--- config.mk ---
export PLATFORM = sky130hd
export DESIGN_NAME = linked_queue_manager_core
export DESIGN_NICKNAME = d
export VERILOG_FILES = /design/src/lqm_pkg.sv /design/src/lqm_ctrl.sv /design/src/lqm_datapath.sv /design/src/linked_queue_manager_core.sv
export SDC_FILE = /design/constraint.sdc
export NUM_CORES = 1
export LEC_CHECK = 0
export ABC_AREA = 0
export BUFFER_PORTS_ARGS = -buffer_cell sky130_fd_sc_hd__buf_2
export CAP_MARGIN = 20
export CORE_AREA = 2 2 383 385
export DETAILED_ROUTE_END_ITERATION = 10
export DIE_AREA = 0 0 385 387
export SETUP_SLACK_MARGIN = 0.4
export SLEW_MARGIN = 0
export SYNTH_ARGS = -nofsm -noshare
export SYNTH_HDL_FRONTEND = slang
export SYNTH_SLANG_ARGS = --single-unit
export TNS_END_PERCENT = 1
--- constraint.sdc ---
create_clock -name clk -period 8.9 [get_ports clk]
set_input_delay 1.335 -clock clk [delete_from_list [all_inputs] [get_ports clk]]
set_output_delay 1.335 -clock clk [all_outputs]
set_load 0.05 [all_outputs]
--- src/lqm_pkg.sv ---
// Shared types, constants and index tables for the linked queue manager.
// No dependencies; every other file in src imports this package.
`timescale 1ns / 1ps

package lqm_pkg;

    // Pool and queue sizes
    localparam int NUM_ELEMENTS = 64;
    localparam int NUM_QUEUES   = 4;

    // Fixed widths of the transfer fields
    localparam int MODE_W     = 1;
    localparam int QUEUE_ID_W = 2;
    localparam int ELEM_ID_W  = 6;
    localparam int STATUS_W   = 2;
    localparam int LENGTH_W   = 7;

    // Internal index and count widths
    localparam int EIDX_W = $clog2(NUM_ELEMENTS);
    localparam int QIDX_W = (NUM_QUEUES > 1) ? $clog2(NUM_QUEUES) : 1;
    localparam int CNT_W  = $clog2(NUM_ELEMENTS + 1);

    // Number of codes the input index fields can carry
    localparam int ELEM_ID_SPAN  = 2 ** ELEM_ID_W;
    localparam int QUEUE_ID_SPAN = 2 ** QUEUE_ID_W;

    typedef logic [EIDX_W-1:0] elem_idx_t;
    typedef logic [QIDX_W-1:0] queue_idx_t;
    typedef logic [CNT_W-1:0]  count_t;

    // Operation codes
    localparam logic [MODE_W-1:0] MODE_APPEND = 1'b0;
    localparam logic [MODE_W-1:0] MODE_REMOVE = 1'b1;

    // Result status codes
    typedef enum logic [STATUS_W-1:0] {
        STAT_OK    = 2'd0,
        STAT_DUP   = 2'd1,
        STAT_EMPTY = 2'd2,
        STAT_NOTQ  = 2'd3
    } status_t;

    // Controller states
    typedef enum logic [1:0] {
        S_IDLE,
        S_EXEC,
        S_LINK2,
        S_RESULT
    } lqm_state_t;

    // Controller to datapath commands
    typedef struct packed {
        logic load;     // capture request, issue link reads
        logic exec;     // check and first link write group
        logic link2;    // second link write group of a tail append
        logic result;   // load the output register
    } lqm_cmd_t;

    // Datapath to controller status
    typedef struct packed {
        logic need_link2;   // append into a non-empty queue
        logic out_free;     // output register can take a result
    } lqm_sts_t;

    // Index wrap tables, built at elaboration
    typedef elem_idx_t  elem_wrap_tab_t  [ELEM_ID_SPAN];
    typedef queue_idx_t queue_wrap_tab_t [QUEUE_ID_SPAN];

    function automatic elem_wrap_tab_t mk_elem_wrap();
        elem_wrap_tab_t tab;
        for (int i = 0; i < ELEM_ID_SPAN; i++)
        begin
            tab[i] = EIDX_W'(i % NUM_ELEMENTS);
        end
        return tab;
    endfunction

    function automatic queue_wrap_tab_t mk_queue_wrap();
        queue_wrap_tab_t tab;
        for (int i = 0; i < QUEUE_ID_SPAN; i++)
        begin
            tab[i] = QIDX_W'(i % NUM_QUEUES);
        end
        return tab;
    endfunction

    localparam elem_wrap_tab_t  ELEM_WRAP  = mk_elem_wrap();
    localparam queue_wrap_tab_t QUEUE_WRAP = mk_queue_wrap();

endpackage

--- src/lqm_ctrl.sv ---
// Sequencer of the linked queue manager: walks each request through
// capture, execute, optional second link write and result. Uses lqm_pkg.
`timescale 1ns / 1ps

module lqm_ctrl
    import lqm_pkg::*;
(
    input  logic     clk,
    input  logic     rst_n,
    input  logic     in_valid,
    output logic     in_stall,
    input  lqm_sts_t sts,
    output lqm_cmd_t cmd
);

    lqm_state_t state_reg;
    lqm_state_t state_next;

    // State register
    always_ff @(posedge clk or negedge rst_n)
    begin
        if (!rst_n)
        begin
            state_reg <= S_IDLE;
        end
        else
        begin
            state_reg <= state_next;
        end
    end

    // Next state and commands
    always_comb
    begin
        state_next = state_reg;
        cmd        = '0;
        in_stall   = (state_reg != S_IDLE);
        case (state_reg)
            S_IDLE:
            begin
                if (in_valid)
                begin
                    cmd.load   = 1'b1;
                    state_next = S_EXEC;
                end
            end
            S_EXEC:
            begin
                cmd.exec   = 1'b1;
                state_next = sts.need_link2 ? S_LINK2 : S_RESULT;
            end
            S_LINK2:
            begin
                cmd.link2  = 1'b1;
                state_next = S_RESULT;
            end
            S_RESULT:
            begin
                // wait here while the previous result is still held
                if (sts.out_free)
                begin
                    cmd.result = 1'b1;
                    state_next = S_IDLE;
                end
            end
            default:
            begin
                state_next = S_IDLE;
            end
        endcase
    end

endmodule

--- src/lqm_datapath.sv ---
// Datapath of the linked queue manager: link and owner memories, queue
// head/count registers, status check and output register. Uses lqm_pkg.
`timescale 1ns / 1ps

module lqm_datapath
    import lqm_pkg::*;
(
    input  logic                  clk,
    input  logic                  rst_n,
    input  lqm_cmd_t              cmd,
    output lqm_sts_t              sts,
    input  logic [MODE_W-1:0]     mode,
    input  logic [QUEUE_ID_W-1:0] queue_id,
    input  logic [ELEM_ID_W-1:0]  elem_id,
    output logic                  out_valid,
    input  logic                  out_stall,
    output logic [STATUS_W-1:0]   status,
    output logic [LENGTH_W-1:0]   queue_length,
    output logic [ELEM_ID_W-1:0]  head_elem,
    output logic                  head_valid
);

    // Link and owner memories
    elem_idx_t  next_mem  [NUM_ELEMENTS];
    elem_idx_t  prev_mem  [NUM_ELEMENTS];
    queue_idx_t owner_mem [NUM_ELEMENTS];

    // Per element and per queue state
    logic [NUM_ELEMENTS-1:0] queued_reg;
    count_t                  count_reg [NUM_QUEUES];
    elem_idx_t               head_reg  [NUM_QUEUES];

    // Captured request
    logic [MODE_W-1:0] op_mode_reg;
    queue_idx_t        op_q_reg;
    elem_idx_t         op_e_reg;

    // Registered memory reads
    elem_idx_t  prev_h_rd_reg;
    elem_idx_t  prev_e_rd_reg;
    elem_idx_t  next_e_rd_reg;
    queue_idx_t owner_rd_reg;

    status_t stat_reg;

    // Output register
    logic                  out_valid_reg;
    logic [STATUS_W-1:0]   status_reg;
    logic [LENGTH_W-1:0]   length_reg;
    logic [ELEM_ID_W-1:0]  head_out_reg;
    logic                  head_valid_reg;

    queue_idx_t in_q;
    elem_idx_t  in_e;
    count_t     cur_cnt;
    elem_idx_t  cur_head;
    logic       cnt_zero;
    logic       cur_queued;
    status_t    op_stat;
    logic       op_ok;

    logic       nxt_we;
    elem_idx_t  nxt_wa;
    elem_idx_t  nxt_wd;
    logic       prv_we;
    elem_idx_t  prv_wa;
    elem_idx_t  prv_wd;

    assign in_q = QUEUE_WRAP[queue_id];
    assign in_e = ELEM_WRAP[elem_id];

    // Capture the request
    always_ff @(posedge clk)
    begin
        if (cmd.load)
        begin
            op_mode_reg <= mode;
            op_q_reg    <= in_q;
            op_e_reg    <= in_e;
        end
    end

    // Current view of the targeted queue and element
    assign cur_cnt    = count_reg[op_q_reg];
    assign cur_head   = head_reg[op_q_reg];
    assign cnt_zero   = (cur_cnt == '0);
    assign cur_queued = queued_reg[op_e_reg];

    // Status check; for a remove, empty queue is tested before membership
    always_comb
    begin
        if (op_mode_reg == MODE_APPEND)
        begin
            op_stat = cur_queued ? STAT_DUP : STAT_OK;
        end
        else if (cnt_zero)
        begin
            op_stat = STAT_EMPTY;
        end
        else if (!cur_queued || (owner_rd_reg != op_q_reg))
        begin
            op_stat = STAT_NOTQ;
        end
        else
        begin
            op_stat = STAT_OK;
        end
    end

    assign op_ok = (op_stat == STAT_OK);

    assign sts.need_link2 = op_ok && (op_mode_reg == MODE_APPEND) && !cnt_zero;
    assign sts.out_free   = !out_valid_reg || !out_stall;

    // Link write selection
    always_comb
    begin
        nxt_we = 1'b0;
        nxt_wa = op_e_reg;
        nxt_wd = op_e_reg;
        prv_we = 1'b0;
        prv_wa = op_e_reg;
        prv_wd = op_e_reg;
        if (cmd.exec && op_ok)
        begin
            nxt_we = 1'b1;
            prv_we = 1'b1;
            if (op_mode_reg == MODE_APPEND)
            begin
                if (!cnt_zero)
                begin
                    // old tail points forward to the new element
                    nxt_wa = prev_h_rd_reg;
                    prv_wd = prev_h_rd_reg;
                end
            end
            else
            begin
                // unlink: neighbors point at each other
                nxt_wa = prev_e_rd_reg;
                nxt_wd = next_e_rd_reg;
                prv_wa = next_e_rd_reg;
                prv_wd = prev_e_rd_reg;
            end
        end
        else if (cmd.link2)
        begin
            // close the ring through the head
            nxt_we = 1'b1;
            nxt_wd = cur_head;
            prv_we = 1'b1;
            prv_wa = cur_head;
        end
    end

    // Memories: one write and registered reads
    always_ff @(posedge clk)
    begin
        if (nxt_we)
        begin
            next_mem[nxt_wa] <= nxt_wd;
        end
        if (prv_we)
        begin
            prev_mem[prv_wa] <= prv_wd;
        end
        if (cmd.exec && op_ok && (op_mode_reg == MODE_APPEND))
        begin
            owner_mem[op_e_reg] <= op_q_reg;
        end
        if (cmd.load)
        begin
            prev_h_rd_reg <= prev_mem[head_reg[in_q]];
            prev_e_rd_reg <= prev_mem[in_e];
            next_e_rd_reg <= next_mem[in_e];
            owner_rd_reg  <= owner_mem[in_e];
        end
    end

    // Membership flags and queue counts
    always_ff @(posedge clk or negedge rst_n)
    begin
        if (!rst_n)
        begin
            queued_reg <= '0;
            for (int i = 0; i < NUM_QUEUES; i++)
            begin
                count_reg[i] <= '0;
            end
        end
        else if (cmd.exec && op_ok)
        begin
            if (op_mode_reg == MODE_APPEND)
            begin
                queued_reg[op_e_reg] <= 1'b1;
                count_reg[op_q_reg]  <= cur_cnt + count_t'(1);
            end
            else
            begin
                queued_reg[op_e_reg] <= 1'b0;
                count_reg[op_q_reg]  <= cur_cnt - count_t'(1);
            end
        end
    end

    // Queue heads and the latched status
    always_ff @(posedge clk)
    begin
        if (cmd.exec)
        begin
            stat_reg <= op_stat;
            if (op_ok)
            begin
                if (op_mode_reg == MODE_APPEND)
                begin
                    if (cnt_zero)
                    begin
                        head_reg[op_q_reg] <= op_e_reg;
                    end
                end
                else if (cur_head == op_e_reg)
                begin
                    head_reg[op_q_reg] <= next_e_rd_reg;
                end
            end
        end
    end

    // Output register control
    always_ff @(posedge clk or negedge rst_n)
    begin
        if (!rst_n)
        begin
            out_valid_reg <= 1'b0;
        end
        else if (cmd.result)
        begin
            out_valid_reg <= 1'b1;
        end
        else if (!out_stall)
        begin
            out_valid_reg <= 1'b0;
        end
    end

    // Output register payload
    always_ff @(posedge clk)
    begin
        if (cmd.result)
        begin
            status_reg     <= stat_reg;
            length_reg     <= LENGTH_W'(cur_cnt);
            head_valid_reg <= !cnt_zero;
            head_out_reg   <= cnt_zero ? '0 : ELEM_ID_W'(cur_head);
        end
    end

    assign out_valid    = out_valid_reg;
    assign status       = status_reg;
    assign queue_length = length_reg;
    assign head_elem    = head_out_reg;
    assign head_valid   = head_valid_reg;

endmodule

--- src/linked_queue_manager_core.sv ---
// Top level of the linked queue manager: sequencer plus datapath.
// Depends on lqm_pkg, lqm_ctrl and lqm_datapath.
`timescale 1ns / 1ps

// Usage
//   Request channel: in_valid/in_stall with mode, queue_id, elem_id.
//   mode 0 appends elem_id at the tail of queue_id, mode 1 removes it from
//   anywhere in that queue. Indexes wrap to the pool and queue counts.
//   Result channel: out_valid/out_stall with status, queue_length,
//   head_elem and head_valid, one result per request, in request order.
// Sequencing
//   One request is in flight at a time. A remove, a refused request or an
//   append into an empty queue goes through capture, execute and result;
//   an append into a non-empty queue adds a second link write step before
//   the result, since each link memory has one write port and a tail append
//   rewrites two entries in each. The result step loads the output register.
// Stall
//   A result waits in the output register while out_stall is high; the next
//   request is still taken and processed, then holds until the register frees.
// Reset
//   rst_n clears the queue counts, membership flags and the output valid;
//   link memories need no clearing, so requests are taken right after reset.

module linked_queue_manager_core
    import lqm_pkg::*;
(
    input  logic                  clk,
    input  logic                  rst_n,
    input  logic                  in_valid,
    output logic                  in_stall,
    input  logic [MODE_W-1:0]     mode,
    input  logic [QUEUE_ID_W-1:0] queue_id,
    input  logic [ELEM_ID_W-1:0]  elem_id,
    output logic                  out_valid,
    input  logic                  out_stall,
    output logic [STATUS_W-1:0]   status,
    output logic [LENGTH_W-1:0]   queue_length,
    output logic [ELEM_ID_W-1:0]  head_elem,
    output logic                  head_valid
);

    lqm_cmd_t cmd;
    lqm_sts_t sts;

    // Sequencer
    lqm_ctrl u_ctrl (
        .clk      (clk),
        .rst_n    (rst_n),
        .in_valid (in_valid),
        .in_stall (in_stall),
        .sts      (sts),
        .cmd      (cmd)
    );

    // Memories, queue state and result register
    lqm_datapath u_dp (
        .clk          (clk),
        .rst_n        (rst_n),
        .cmd          (cmd),
        .sts          (sts),
        .mode         (mode),
        .queue_id     (queue_id),
        .elem_id      (elem_id),
        .out_valid    (out_valid),
        .out_stall    (out_stall),
        .status       (status),
        .queue_length (queue_length),
        .head_elem    (head_elem),
        .head_valid   (head_valid)
    );

    // A transfer is followed by a busy period
    a_busy_after_transfer: assert property (@(posedge clk) disable iff (!rst_n)
        (in_valid && !in_stall) |=> in_stall)
        else $error("request taken while previous one in flight");

    // Loading a result always presents it next cycle
    a_result_shown: assert property (@(posedge clk) disable iff (!rst_n)
        cmd.result |=> out_valid)
        else $error("result load did not raise out_valid");

    // Head flag tracks the reported length
    a_head_matches_len: assert property (@(posedge clk) disable iff (!rst_n)
        out_valid |-> ((NUM_ELEMENTS > 127) || (head_valid == (queue_length != '0))))
        else $error("head_valid disagrees with queue_length");

    // Empty queue reports head zero, and an empty status means no head
    a_empty_head_zero: assert property (@(posedge clk) disable iff (!rst_n)
        (out_valid && (!head_valid || (status == STAT_EMPTY)))
            |-> (!head_valid && (head_elem == '0)))
        else $error("empty queue result carries a head");

endmodule

==> results.md <==
* Number of H-tree levels at 3
* Drt drc at 0
* CP top delay family: simple AND/OR/NAND/NOR gates
* Ys flop type: edfxtp_1
* # Post-CTS Setup Buffers at 0
* I/O pin count at 31
* Area delta synth->final at 12.5%
* Clock Pin Slew Worst Setup and Hold Paths at 0.06 ns
* RePlAce Congestion at 0.819
* Critical path's largest stage delay at 0.90 ns
* Top cell by count, worst path: buf_4
* Register bit count reported by yosys at 1064
* Worst path arrival time at 6.74 ns
* Post-synth top cells: edfxtp_1 (967), mux4_2 (410), nor2_1 (189)
* Largest area contributor in the synthesized netlist: edfxtp_1
* Worst Skew at 0.0335 ns
* Top flop regs: u_dp.next_mem x384, u_dp.prev_mem x384, u_dp.owner_mem x128
* Nets@finish at 2445
* Root buffer cell: clkbuf_16
* CTS Buffer Depth at 3
* Crit end category: flop
* Worst path slowest cell: nor3b_1
* Critical Path RT at 9.20 ns
* Post-DP HPWL at 68.1 mm
* Post-Synth Adder-Cell Area at 0.190%
* Slew HR at 20.8%
* Synth area leaders: edfxtp_1 (63%), mux4_2 (20%), dfrtp_1 (5.2%), nor2_1 (1.5%), o21ai_0 (1.5%)
* R2R Path Start: u_dp.op_q_reg[0]
* LEAKAGE at 16.2 nW
* Maximum vdd drop at 0.173 mV
* Clk Latency, worst-skew pair at 0.69 ns
* Total gr overflow at 0
* R2r worst-path depth at 12
* TritonCTS Buffers at 107
* Final worst slack at 2.46 ns
* TritonCTS clock tree: done
* Initial drt markers at 2692
* Final setup viols at 0
* Max_cap viols at 0
* Net Count, Synth at 2451
* Starting density of the core at 31.8%
* Die Ht at 387 um
* Post_cts resized at 0
* Crit share post-route at 72.3%
* EDFF count, synth at 967
* Synth Area in Compound Gates at 3.33%
* Flop-to-flop setup slack at 2.46 ns
* Hold buffer count at cts at 0
* Antenna diode count at 0
* Syn Inst Count at 2431
* Synth async-reset ratio at 8.93%
* Final Critical Period at 6.44 ns
* DR WL/cell at 25.0 um
* Hold worst-path end: u_dp.status[0]
* Largest family of logic cells by synthesized area: multiplexers
* Startpoint Class: flop
* Hold wc startpoint: u_dp.stat_reg[0]
* Top-count cell post-synth: edfxtp_1
* Die area at 0.149 mm2
* Largest net degree at the start of global routing at 97
* Area after DPL at 0.0482 mm2
* Fraction of layout cells with a size suffix above 1 at 27.7%
* First-pass GRT wire length at 165 mm
* DRT Pass-1 Iters at 5
* Core ar. at 0.145 mm2
* Vias in the first global route at 24264
* Top cell type's share of synthesized area at 63.1%
* # rows at 140
* Crit path max fanout at 74
* Post-Synth Simple-Gate Area at 4.01%
* Port bufs at 30
* Vias per cell at 5.35
* Setup TNS at 0 ns
* WL final at 111 mm
* Status: complete, no violations
* Total number of vias at 23738
* Pwr dens at 255 mW/mm2
* Mapped Area at 0.0460 mm2
* Synth Area in XOR/XNOR at 0.266%
* CTS sink cnt at 1064
* Unique cell type count in the Yosys netlist at 62
* Hold Crit Depth at 0
* CP Class: flop to flop
* Dpl ws at 2.47 ns
* Die extent in x at 385 um
* Antenna Violating Nets Remaining at 0
* Initial antenna violation count at 0
* Worst path buffer plus inverter count at 4
* Max Slew Vio Count at 0
* All-Layer GR Usage at 14.8%
* Ys Warns at 0
* Seq/Total Area, Yosys at 68.3%
* Design area at 0.0518 mm2
* Worst r2r dst: u_dp.next_mem[60][4]
* Worst-margin pin slew at 1.18 ns
* CP Cell Sequence: buf_4, mux4_2, or4_1, buf_4, and4_4, a21boi_4, o21ai_1, a2bb2oi_2, inv_2, buf_4, nand4_1, nor3b_1
* Fmax at 155 MHz
* Fin. Hold Viols at 0
* RSZ-0062 raised after global routing: no
* Hold Crit Class: flop to flop
* Mux cell area share after synthesis at 22.2%
* Fillers at 13308
* Syn Area/Cell at 18.9 um2
## logic make-up after synthesis
| group | after synthesis |
|---|---|
| multiplexers | 503 |
| adder cells (fa/ha/maj) | 7 |
| XOR/XNOR | 14 |
| buffers and inverters | 199 |
| AO/OA/AOI/OAI | 250 |
| flip-flops | 1064 |
| AND/OR/NAND/NOR | 394 |
## power by group
| part | internal, mW | leakage (nW) | switching (mW) |
|---|---|---|---|
| Clock | 2.66 | 1.71 | 1.90 |
| Sequential | 6.23 | 10.0 | 0.138 |
| Combinational | 0.623 | 4.45 | 1.65 |
| Total | 9.51 | 16.2 | 3.68 |
## cells in the final DEF (no fill, tap or decap), drive strengths merged, types with 33 or more instances in the layout
cell type / count
mux2i: 57
buf: 65
edfxtp: 967
mux4: 410
a211oi: 33
o21ai: 147
mux2: 36
dfrtp: 95
nor2: 190
nand2: 60
clkbuf: 147
## stage by stage
step | total power, mW | hold slack (ns) | utilization, % | std cells
2_1_floorplan | 7.84 | 0.400 | - | 2431
3_3_place_gp | 8.73 | 0.461 | 33.3 | 4230
3_5_place_dp | 8.76 | 0.457 | 33.3 | 4230
4_1_cts | 13.3 | 0.468 | 35.7 | 4430
5_1_grt | 13.7 | 0.485 | 35.8 | 4433
6_report | 13.2 | 0.481 | 35.8 | 4433
## layout make-up
| class | count | area [um2] | area share, % |
|---|---|---|---|
| clock buffer | 146 | 2930 | 5.65 |
| clock inverter | 54 | 617 | 1.19 |
| inverter | 18 | 67.6 | 0.130 |
| multi-input combinational | 1168 | 13800 | 26.7 |
| sequential | 1064 | 31500 | 60.7 |
| tap | 1917 | 2400 | 4.63 |
| timing repair buffer | 66 | 490 | 0.947 |
## worst max path at each step
stage | endpoint | cells past startpoint | from | slack (ns)
after CTS | u_dp.next_mem[60][4] | 12 | u_dp.op_q_reg[0] | 2.48
after global placement | u_dp.next_mem[60][3] | 12 | u_dp.op_q_reg[0] | 2.70
after global routing | u_dp.next_mem[60][2] | 12 | u_dp.op_q_reg[0] | 2.04
final | u_dp.next_mem[60][4] | 12 | u_dp.op_q_reg[0] | 2.46
after detailed placement | u_dp.next_mem[60][4] | 12 | u_dp.op_q_reg[0] | 2.47
after floorplan | u_dp.prev_mem[57][0] | 14 | u_dp.op_q_reg[0] | 2.54
## layer usage
| metal | global-route usage, % | part of all wire (%) | vias to the layer above |
|---|---|---|---|
| li1 | - | - | 10031 |
| met1 | 20.4 | 42 | 12693 |
| met2 | 24.3 | 49 | 870 |
| met3 | 2.17 | 6.2 | 144 |
| met4 | 4.01 | 2.2 | 0 |
| met5 | 0 | 0 | - |
(Power assumes the default switching activity.)
